<file path="config.mk">
export PLATFORM = sky130hd
export DESIGN_NAME = arp_scan
export DESIGN_NICKNAME = d
export VERILOG_FILES = /design/src/sv/arp_pkg.sv /design/src/sv/arp_scan.sv
export SDC_FILE = /design/constraint.sdc
export NUM_CORES = 1
export LEC_CHECK = 0
export BUFFER_PORTS_ARGS = -buffer_cell sky130_fd_sc_hd__clkbuf_2
export CORE_MARGIN = 5
export CORE_UTILIZATION = 45
export DETAILED_ROUTE_END_ITERATION = 7
export PLACE_DENSITY = 0.79
export SLEW_MARGIN = 0
export SYNTH_ARGS = -nofsm -noshare
export SYNTH_HDL_FRONTEND = slang
export SYNTH_SLANG_ARGS = --single-unit
</file>
<file path="constraint.sdc">
create_clock -name clock -period 7 [get_ports clock]
set_input_delay 2.1 -clock clock [delete_from_list [all_inputs] [get_ports clock]]
set_output_delay 2.1 -clock clock [all_outputs]
set_load 0.05 [all_outputs]
</file>
<file path="src/sv/arp_pkg.sv">
`timescale 1ns / 1ps

package arp_pkg;

   // default cache capacity (the directory holds twice this) and payload field widths
   localparam int CAPACITY_DEF  = 64;
   localparam int KEY_BITS_DEF  = 48;
   localparam int TIME_BITS_DEF = 40;

   // register and result widths, register reset value and step limits
   localparam int CFG_BITS    = 7;
   localparam int TAG_BITS    = 3;
   localparam int NUM_BITS    = 8;
   localparam int CFG_RESET   = 64;
   localparam int STEP_SAT    = 128;
   localparam int STEP_LOG_MAX = 7;

   // list tags of a directory entry
   localparam logic [TAG_BITS-1:0] TAG_NONE = 3'd0;
   localparam logic [TAG_BITS-1:0] TAG_T1   = 3'd1;
   localparam logic [TAG_BITS-1:0] TAG_T2   = 3'd2;
   localparam logic [TAG_BITS-1:0] TAG_B1   = 3'd3;
   localparam logic [TAG_BITS-1:0] TAG_B2   = 3'd4;

   // register indexes
   localparam logic CSR_CACHE_ENTRIES = 1'b0;
   localparam logic CSR_RECENCY_LIMIT = 1'b1;

   // status of the scan unit toward the sequencer
   typedef struct packed {
      logic                done;
      logic                found;
      logic [TAG_BITS-1:0] tag;
      logic                free_vld;
   } scan_flags_type;

endpackage

</file>
<file path="src/sv/arp_scan.sv">
`timescale 1ns / 1ps

module arp_scan #(
   parameter int SLOTS     = 128,
   parameter int KEY_BITS  = 48,
   parameter int TIME_BITS = 40,
   parameter int AW        = 7
) (
   input  logic                          clock,
   input  logic                          reset,
   input  logic                          start,
   input  logic                          lru_mode,
   input  logic [arp_pkg::TAG_BITS-1:0]  sel_tag,
   input  logic [KEY_BITS-1:0]           key,
   input  logic [KEY_BITS-1:0]           rd_key,
   input  logic [TIME_BITS-1:0]          rd_time,
   input  logic [arp_pkg::TAG_BITS-1:0]  rd_tag,
   output logic [AW-1:0]                 addr,
   output arp_pkg::scan_flags_type       flags,
   output logic [AW-1:0]                 idx,
   output logic [AW-1:0]                 free_idx
);
   import arp_pkg::*;

   localparam logic [AW:0] LAST = (AW+1)'(SLOTS);

   logic                 running_ff, running_in;
   logic [AW:0]          cnt_ff, cnt_in;
   logic                 pv_ff, pv_in;
   logic [AW-1:0]        pidx_ff, pidx_in;
   logic                 done_ff, done_in;
   logic                 lru_ff, lru_in;
   logic [TAG_BITS-1:0]  sel_ff, sel_in;
   logic                 found_ff, found_in;
   logic [TAG_BITS-1:0]  tag_ff, tag_in;
   logic [AW-1:0]        idx_ff, idx_in;
   logic                 free_vld_ff, free_vld_in;
   logic [AW-1:0]        free_idx_ff, free_idx_in;
   logic [TIME_BITS-1:0] best_time_ff, best_time_in;
   logic [KEY_BITS-1:0]  best_key_ff, best_key_in;
   logic                 older, take, free_take;

   // (time, key) order of the entry being read against the best so far
   assign older = (rd_time < best_time_ff) ||
                  ((rd_time == best_time_ff) && (rd_key < best_key_ff));

   always_comb begin
      take = 1'b0;
      if (pv_ff) begin
         if (lru_ff) begin
            take = (rd_tag == sel_ff) && (!found_ff || older);
         end else begin
            take = (rd_tag != TAG_NONE) && (rd_key == key) && !found_ff;
         end
      end
      free_take = pv_ff && !lru_ff && (rd_tag == TAG_NONE) && !free_vld_ff;
   end

   // address sweep and compare over the read stream
   always_comb begin
      running_in   = running_ff;
      cnt_in       = cnt_ff;
      pv_in        = 1'b0;
      pidx_in      = pidx_ff;
      done_in      = running_ff && (cnt_ff == LAST) && !pv_ff;
      lru_in       = lru_ff;
      sel_in       = sel_ff;
      found_in     = found_ff;
      tag_in       = tag_ff;
      idx_in       = idx_ff;
      free_vld_in  = free_vld_ff;
      free_idx_in  = free_idx_ff;
      best_time_in = best_time_ff;
      best_key_in  = best_key_ff;
      if (start) begin
         running_in  = 1'b1;
         cnt_in      = '0;
         lru_in      = lru_mode;
         sel_in      = sel_tag;
         found_in    = 1'b0;
         free_vld_in = 1'b0;
      end else begin
         if (running_ff) begin
            if (cnt_ff < LAST) begin
               cnt_in  = cnt_ff + 1'b1;
               pv_in   = 1'b1;
               pidx_in = cnt_ff[AW-1:0];
            end else if (!pv_ff) begin
               running_in = 1'b0;
            end
         end
         if (take) begin
            found_in     = 1'b1;
            tag_in       = rd_tag;
            idx_in       = pidx_ff;
            best_time_in = rd_time;
            best_key_in  = rd_key;
         end
         if (free_take) begin
            free_vld_in = 1'b1;
            free_idx_in = pidx_ff;
         end
      end
   end

   always_ff @(posedge clock) begin
      if (reset) begin
         running_ff  <= 1'b0;
         pv_ff       <= 1'b0;
         done_ff     <= 1'b0;
         found_ff    <= 1'b0;
         free_vld_ff <= 1'b0;
         lru_ff      <= 1'b0;
         cnt_ff      <= '0;
      end else begin
         running_ff  <= running_in;
         pv_ff       <= pv_in;
         done_ff     <= done_in;
         found_ff    <= found_in;
         free_vld_ff <= free_vld_in;
         lru_ff      <= lru_in;
         cnt_ff      <= cnt_in;
      end
      pidx_ff      <= pidx_in;
      sel_ff       <= sel_in;
      tag_ff       <= tag_in;
      idx_ff       <= idx_in;
      free_idx_ff  <= free_idx_in;
      best_time_ff <= best_time_in;
      best_key_ff  <= best_key_in;
   end

   assign addr           = cnt_ff[AW-1:0];
   assign flags.done     = done_ff;
   assign flags.found    = found_ff;
   assign flags.tag      = tag_ff;
   assign flags.free_vld = free_vld_ff;
   assign idx            = idx_ff;
   assign free_idx       = free_idx_ff;

endmodule

</file>
==> impl_metrics.ini, run 1 <==
[synthesis]
synth_top_area_share_pct = 50.0
synth_top_cell_by_area = edfxtp_1
synth_seq_area_share_pct = 54.0
syn-cell-area_sq_um = 6910
synthArstFlopShare_pct = 0
synth_area_leaders = edfxtp_1 (50%), ha_1 (16%), xnor2_1 (6.2%)
synth_common_cells = edfxtp_1 (115), inv_1 (96), ha_1 (89)
mappedNetlistNets = 809
synth_ff_type = edfxtp_1
synth.distinct_cells = 47
yosys_warnings = 0
yosysMostFrequentCell = edfxtp_1
synthCells = 574
avgSynthCellArea_sq_um = 12.0
synth_seq_cells = 129
synth_edf_count = 115

[power]
seqPwrFrac_pct = 44.8
p_comb_share_pct = 8.3
finalPower_mw = 1.88
leakage_nw = 3.86
intPower_mw = 1.43
power.switching_uw = 457
p_per_area_nw_per_um2 = 220
power.clock.fraction_pct = 46.8
netSwitchingFraction_pct = 24.3
peakVddDrop_uv = 203

[global_route]
grt_overflow = 0
first_global_vias = 4831
grt_usage_pct = 17.4
antenna_found_initial = 0
grt_first_pass_wirelength_um = 24300
grt_max_degree = 54

[finish]
final_cell_area_sq_um = 8550
area_growth_pct = 23.7
fin_cells = 956
drive_gt1_share_pct = 27.7
regArea_sq_um = 3730
multiInputGateArea_sq_um = 2750
final_util_pct = 56.4
nets = 990
antennaDiodeCount = 0
nFillCells = 1250

[sta]
rsz0062_at_grt = false
hold-worst-slack_ns = 0.448
worstMarginPinSlew_ns = 0.685
hold_violations = 0
finalCriticalPeriod_ns = 4.95
skew_ns = 0.00809
setup_viol = 0
finalCritPeriodShare_pct = 70.8
timing.fmax_ghz = 0.202
tns_ns = 0
maxSlewHeadroom_pct = 54.3
setup_ws_ns = 2.05
maxSlewViolCount = 0

[placement]
placed_cells = 924
placed_cell_area_sq_um = 7960
dp_slack_ns = 1.53
dpl.hpwl_um = 11900
numPortBuffers = 172
gp_congestion = 0.830

[setup_path]
crit_type = in -> reg
reg2reg_slack_ns = 3.47
worstSetupEndpointType = flop
start_kind = input port
crit_fanout = 53
slowest_stage = o211a_4
r2r-end = tag_ff[2]
r2r_cells = 9
crit_chain = clkbuf_2 -> ha_1 -> nand4_2 -> nor4_4 -> nand2_2 -> a2111o_1 -> a2111oi_2 -> o211a_4 -> buf_12
worstPathRequired_ns = 7.09
critPathLaunch = rd_time[39]
r2r_start = best_time_ff[22]
endpoint = tag_ff[2]
cpPeakStageDelay_ns = 0.65
worstPathArrival_ns = 5.05

[drt]
routedWlPerCell_um = 15.8
via_per_inst = 4.97
drt_pass1_iterations = 5
ant_nets = 0
drt-total-wl_um = 15100
drt_iter0_markers = 180
vias = 4755
drc = 0

[die]
die_height_um = 134
start_util_pct = 45.6
io_pins = 173
dieArea_sq_um = 17900
core-area_sq_um = 15100
fp-row-count = 45
die_width_um = 134

[clock_network]
post_cts_resized = 0
cts_made_buffers = 17
postCtsSetupRepairBufs = 0
cts_max_level = 4
hold_buffers = 0
cts_tree = done
clockRootBuffer = clkbuf_16
cts.sinks = 129
clk_latency_ns = 0.42
clkSlewWorstSetupHoldPaths_ns = 0.06
clockBufferDepth = 2

[hold_path]
hold_path_class = reg -> reg

[job]
cap_violations = 0

[run_status]
status = finished, final reports clean
## sequential cells by signal (all words and copies together) (netlist names), 3 cells and up
signal	cells
idx	7
free_idx	7
best_key_ff	48
best_time_ff	40
sel_ff	3
pidx_ff	7
cnt_ff	8
tag_ff	3
## power groups by stage
| stage | Clock, mW | Combinational [mW] | Sequential (mW) |
|---|---|---|---|
| 2_1_floorplan | 0 | 0.0756 | 0.860 |
| 3_5_place_dp | 0 | 0.156 | 0.860 |
| 6_report | 0.882 | 0.157 | 0.844 |
| 4_1_cts | 0.902 | 0.158 | 0.844 |
| 3_3_place_gp | 0 | 0.154 | 0.860 |
| 5_1_grt | 0.944 | 0.177 | 0.844 |
## metal layers
layer	routed length, um	vias up	global-route usage, %
met3	890	12	5.59
met5	0	-	0
met1	6900	2199	22.9
li1	-	2429	-
met4	125	0	4.69
met2	7150	115	27.8
## layout make-up
type                       instances  area share (%)
tap                              188            2.75
clock inverter                    15            1.93
inverter                          96            4.22
clock buffer                      17            4.98
multi-input combinational        338            32.1
timing repair buffer             173            10.3
sequential                       129            43.7
## layout by cell type, fill, tap and decap left out, types with 3 or more instances in the layout
cell         n
edfxtp_1   115
xor2_1       5
o21ai_0     11
ha_1        89
nor4_1       5
and4_1       4
clkinv_4     3
clkbuf_16   17
nand4_1     24
nor3_1       5
inv_1       96
a211oi_1     3
xnor2_1     49
nor2_1      21
nand2_1     26
inv_6        6
inv_8        5
a21o_1       5
dfxtp_1     14
nand4_2      3
a21oi_1     35
nand2b_1     4
nand3_1     10
a221oi_1     5
clkbuf_2   172
a221o_1      3
## cell families after synthesis
kind of cell,count (synthesis),synth area share (%)
flops,129,54.0
simple gates,115,9.20
buf+inv,107,6.35
fa+ha+maj,89,16.1
compound gates,79,7.33
xor+xnor,54,6.84
mux,1,0.145
## worst max-delay path, delay by kind of cell
kind            cells  cell delay, ns
compound gates      3            1.47
simple gates        3            0.66
fa+ha+maj           1            0.31
buf+inv             2            0.47
## how the worst min path moves through the flow
stage                              to  slack, ns  cells after the start  startpoint
after floorplan           free_idx[0]       0.42                      0  pidx_ff[0]
after global placement    free_idx[1]       0.42                      0  pidx_ff[1]
after detailed placement       idx[4]       0.44                      0  pidx_ff[4]
after CTS                 free_idx[2]       0.45                      0  pidx_ff[2]
after global routing      free_idx[2]       0.47                      0  pidx_ff[2]
final                     free_idx[2]       0.45                      0  pidx_ff[2]
No activity file was read; power rests on OpenSTA's default activity.
==> inputs of run 2 (changes only) <==
--- a/config.mk
+++ b/config.mk
@@ -5,11 +5,12 @@
 export SDC_FILE = /design/constraint.sdc
 export NUM_CORES = 1
 export LEC_CHECK = 0
+export ABC_AREA = 1
 export BUFFER_PORTS_ARGS = -buffer_cell sky130_fd_sc_hd__clkbuf_2
 export CORE_MARGIN = 5
 export CORE_UTILIZATION = 45
 export DETAILED_ROUTE_END_ITERATION = 7
-export PLACE_DENSITY = 0.79
+export PLACE_DENSITY = 0.81
 export SLEW_MARGIN = 0
 export SYNTH_ARGS = -nofsm -noshare
 export SYNTH_HDL_FRONTEND = slang
==> constraint.sdc (replaced) <==
create_clock -name clock -period 4.07 [get_ports clock]
set_input_delay 1.221 -clock clock [delete_from_list [all_inputs] [get_ports clock]]
set_output_delay 1.221 -clock clock [all_outputs]
set_load 0.05 [all_outputs]
==> impl_metrics.ini, run 2 <==
[run_status]
status = finished, final reports clean

[placement]
numPortBuffers = 172
gp_congestion = 0.839
dp_slack_ns = 0.463
dpl.hpwl_um = 13900

[die]
die_height_um = 137
fp-row-count = 46
start_util_pct = 45.9
dieArea_sq_um = 18900
die_width_um = 137
core-area_sq_um = 15900
io_pins = 173

[finish]
area_growth_pct = 27.1
drive_gt1_share_pct = 27.3
regMostFlops = best_key_ff
reg_top3 = best_key_ff (48), best_time_ff (40), cnt_ff (8)
final_cell_mix = clkbuf_2 (172), inv_1 (159), nand2_1 (138)
largest_reg_flops = 48
antennaDiodeCount = 0
nets = 1170
final_common_cell = clkbuf_2

[hold_path]
min_path_cells = 0
hold_path_class = reg -> reg
holdPathEnd = idx[1]
hp-start = pidx_ff[1]

[sta]
setup_viol = 0
finalCritPeriodShare_pct = 77.9
skew_ns = 0.00770
setup_ws_ns = 0.898
hold-worst-slack_ns = 0.451
maxSlewViolCount = 0
worstMarginPinSlew_ns = 0.697
tns_ns = 0
maxSlewHeadroom_pct = 53.4
rsz0062_at_grt = false
timing.fmax_ghz = 0.315
finalCriticalPeriod_ns = 3.17
hold_violations = 0

[job]
cap_violations = 0

[drt]
drc = 0
routedWlPerCell_um = 14.8
via_per_inst = 4.88
vias = 5678
drt_pass1_iterations = 5
drt-total-wl_um = 17300
ant_nets = 0
drt_iter0_markers = 197

[synthesis]
synth_area_leaders = edfxtp_1 (47%), ha_1 (15%), inv_1 (8.2%)
yosysMostFrequentCell = inv_1
synth_top_cell_by_area = edfxtp_1
synth_common_cells = inv_1 (160), nand2_1 (141), edfxtp_1 (115)
avgSynthCellArea_sq_um = 9.71
yosys_warnings = 0
synth_edf_count = 115
synth.distinct_cells = 36
synth_seq_cells = 129
mappedNetlistNets = 987
synth_seq_area_share_pct = 51.2
synthCells = 752
synthArstFlopShare_pct = 0
synth_ff_type = edfxtp_1
syn-cell-area_sq_um = 7300
synth_top_area_share_pct = 47.3

[setup_path]
reg2reg_slack_ns = 1.44
r2r-end = best_time_ff[15]
worstPathArrival_ns = 3.24
r2r_start = best_time_ff[15]
start_kind = input port
worstPathRequired_ns = 4.14
crit_fanout = 30
crit_type = in -> reg
worstSetupEndpointType = flop
r2r_cells = 16

[power]
leakage_nw = 4.37
intPower_mw = 2.50
finalPower_mw = 3.26
peakVddDrop_uv = 291
netSwitchingFraction_pct = 23.3
p_comb_share_pct = 9.9
power.clock.fraction_pct = 45.4
power.switching_uw = 760
p_per_area_nw_per_um2 = 352
seqPwrFrac_pct = 44.7

[clock_network]
cts_max_level = 4
clk_latency_ns = 0.41
clockRootBuffer = clkbuf_16
postCtsSetupRepairBufs = 0
hold_buffers = 0
clockBufferDepth = 2
cts_made_buffers = 17
post_cts_resized = 0
cts_tree = done
clkSlewWorstSetupHoldPaths_ns = 0.06
cts.sinks = 129

[global_route]
grt_max_degree = 69
grt_usage_pct = 18.7
antenna_found_initial = 1
first_global_vias = 5766
grt_overflow = 0
grt_first_pass_wirelength_um = 26800
run 2: final cells by class:
type | count | area [sq um]
Clock buffer | 18 | 439
Clock inverter | 14 | 141
Fill cell | 1373 | 6610
Sequential cell | 129 | 3730
Multi-Input combinational cell | 444 | 3170
Timing Repair Buffer | 174 | 888
Inverter | 169 | 634
Tap cell | 216 | 270
run 2: layer usage:
layer / GRT usage, % / routed length [um]
met4: 6.93 / 406
met5: 0 / 8
met2: 31.8 / 8400
met1: 22.5 / 7160
met3: 5.30 / 1300
run 2: worst max path at each step:
stage | endpoint | cells past startpoint | startpoint
after floorplan | best_key_ff[0] | 14 | rd_time[15]
after global placement | best_time_ff[15] | 16 | rd_time[15]
after detailed placement | best_time_ff[15] | 16 | rd_time[15]
after CTS | best_time_ff[15] | 16 | rd_time[15]
final | best_time_ff[15] | 16 | rd_time[15]
after global routing | best_time_ff[13] | 16 | rd_time[15]
run 2: cells by family (layout without fill, tap and decap cells):
| logic type | Yosys count | count (layout) | synth area share [%] |
|---|---|---|---|
| flip-flops | 129 | 129 | 51.2 |
| AND/OR/NAND/NOR | 249 | 249 | 14.9 |
| AO/OA/AOI/OAI | 91 | 91 | 7.13 |
| XOR/XNOR | 15 | 15 | 1.80 |
| buffers and inverters | 179 | 375 | 9.72 |
| adder cells (fa/ha/maj) | 89 | 89 | 15.3 |
run 2: power groups by stage:
| stage | Clock, mW | Sequential [mW] | Combinational [mW] |
|---|---|---|---|
| after floorplan | 0 | 1.49 | 0.161 |
| after global placement | 0 | 1.49 | 0.313 |
| after detailed placement | 0 | 1.49 | 0.323 |
| after CTS | 1.51 | 1.46 | 0.326 |
| after global routing | 1.56 | 1.46 | 0.366 |
| final | 1.48 | 1.46 | 0.324 |
run 2: critical path, cell delays in order:
cell and delay, ns:
clkbuf_2 0.11, ha_4 0.26, nand2_2 0.05, nor2_1 0.17, and2_1 0.18, nand2_1 0.08, nor2_2 0.13, nand3_1 0.10
nor2_1 0.09, nand2_1 0.06, nand3_1 0.06, nand2_1 0.05, nand2_1 0.08, nand2_2 0.07, nor2_4 0.11, buf_4 0.39
run 2: through the flow:
step,cell area (sq um),cells,utilization [%]
6_report,9280,1164,58.4
3_5_place_dp,8690,1132,54.7
5_1_grt,9280,1164,58.4
2_1_floorplan,7610,752,-
3_3_place_gp,8690,1132,54.7
4_1_cts,9280,1164,58.4
==> inputs of run 3 (changes only) <==
==> constraint.sdc (replaced) <==
create_clock -name clock -period 2.6 [get_ports clock]
set_input_delay 0.78 -clock clock [delete_from_list [all_inputs] [get_ports clock]]
set_output_delay 0.78 -clock clock [all_outputs]
set_load 0.05 [all_outputs]
==> impl_metrics.ini, run 3 (synthesis results as in run 2) <==
[drt]
vias = 6005
drt_pass1_iterations = 5
routedWlPerCell_um = 15.5
drt-total-wl_um = 19300
drt_iter0_markers = 243
ant_nets = 0
drc = 0
via_per_inst = 4.82

[power]
p_per_area_nw_per_um2 = 528
leakage_nw = 4.89
peakVddDrop_uv = 509
finalPower_mw = 5.45

[sta]
rsz0062_at_grt = true
setup_viol = 0
maxSlewHeadroom_pct = 61.8
tns_ns = 0
skew_ns = 0.00890
finalCriticalPeriod_ns = 2.60
finalCritPeriodShare_pct = 99.9
worstMarginPinSlew_ns = 0.571
timing.fmax_ghz = 0.385
hold_violations = 0
maxSlewViolCount = 0

[setup_path]
crit_type = in -> reg
start_kind = input port
crit_fanout = 6
worstSetupEndpointType = flop
r2r_cells = 19
worstPathRequired_ns = 2.74
worstPathArrival_ns = 2.74

[finish]
final_util_pct = 64.9
antennaDiodeCount = 0
final_cell_mix = clkbuf_2 (168), inv_1 (159), nand2_1 (134)
regMostFlops = best_key_ff
nets = 1252
area_growth_pct = 41.4
drive_gt1_share_pct = 34.5
largest_reg_flops = 48
reg_top3 = best_key_ff (48), best_time_ff (40), cnt_ff (8)
final_common_cell = clkbuf_2

[job]
cap_violations = 0

[clock_network]
cts_max_level = 4
clk_latency_ns = 0.42
clockBufferDepth = 2
cts.sinks = 129
cts_tree = done
cts_made_buffers = 17
clkSlewWorstSetupHoldPaths_ns = 0.06
clockRootBuffer = clkbuf_16

[placement]
gp_congestion = 0.898
numPortBuffers = 172
dpl.hpwl_um = 14800

[global_route]
antenna_found_initial = 0
first_global_vias = 6110
grt_max_degree = 30
grt_usage_pct = 19.9
grt_overflow = 0
grt_first_pass_wirelength_um = 28500

[die]
fp-row-count = 46
die_height_um = 137
io_pins = 173
die_width_um = 137
core-area_sq_um = 15900
start_util_pct = 45.9
dieArea_sq_um = 18900

[hold_path]
min_path_cells = 0
hold_path_class = reg -> reg

[run_status]
status = finished, final reports clean
-- run 3: cell types whose count changed in the layout (fill, tap and decap cells not counted), moves of 4 or more --
cell        change
buf_4          +66
buf_12          +6
clkbuf_16       +6
ha_1            -5
ha_4            +5
clkbuf_2        -4
clkinvlp_4      -4
nand2_1         -4
-- run 3: repair_timing --
item                                    4_1_cts  5_1_grt
endpoints found under the setup margin        0       96
setup buffers                                 0        7
hold buffers                                  0        0
resized for setup                             0       39
-- run 3: worst max-delay path, cell delays in order --
cell,delay [ns]
buf_8,0.10
ha_4,0.27
nand2_4,0.05
nor2_4,0.12
nand2_2,0.06
nor2_2,0.11
nand2_2,0.08
nor2_4,0.13
nand3_2,0.08
nor2_2,0.09
nand2_1,0.05
nand3_1,0.06
nand2_1,0.05
nand2_1,0.08
nand2_2,0.07
nor2_4,0.13
buf_12,0.13
buf_12,0.13
clkbuf_16,0.15
-- run 3: power breakdown --
| group | switching [mW] | internal (mW) |
|---|---|---|
| logic | 0.321 | 0.295 |
| registers | 0.00913 | 2.27 |
| clock network | 0.936 | 1.62 |
-- run 3: path summary, 6_finish.rpt --
| path | to | start | slack, ns |
|---|---|---|---|
| min reg2reg | free_idx[1] | pidx_ff[1] | 0.45 |
| min | free_idx[1] | pidx_ff[1] | 0.45 |
| max reg2reg | best_time_ff[25] | best_time_ff[21] | 0.06 |
| max | best_time_ff[25] | rd_time[21] | 0.003 |
-- run 3: area by class of cell --
class / instances / area, sq um
Clock buffer: 17 / 425
Inverter: 169 / 634
Multi-Input combinational cell: 444 / 3280
Clock inverter: 15 / 209
Tap cell: 216 / 270
Timing Repair Buffer: 256 / 1770
Fill cell: 1195 / 5570
Sequential cell: 129 / 3730
-- run 3: through the flow --
stage / hold slack [ns] / instances / instance area, sq um / setup slack [ns]
finish: 0.447 / 1246 / 10300 / 0.00255
global route: 0.466 / 1246 / 10300 / -0.141
CTS: 0.449 / 1231 / 9890 / 0.0496
detailed placement: 0.434 / 1199 / 9260 / -0.388
global placement: 0.424 / 1199 / 9260 / -0.378
floorplan: 0.421 / 752 / 7610 / -1.13
-- run 3: metal layers --
metal  vias to the layer above  wire length, um  GRT usage [%]
met5                         -                0              0
met2                       213             9530           33.3
met1                      2733             7850           24.6
li1                       3021                -              -
met3                        38             1410           5.33
met4                         0              521           7.93
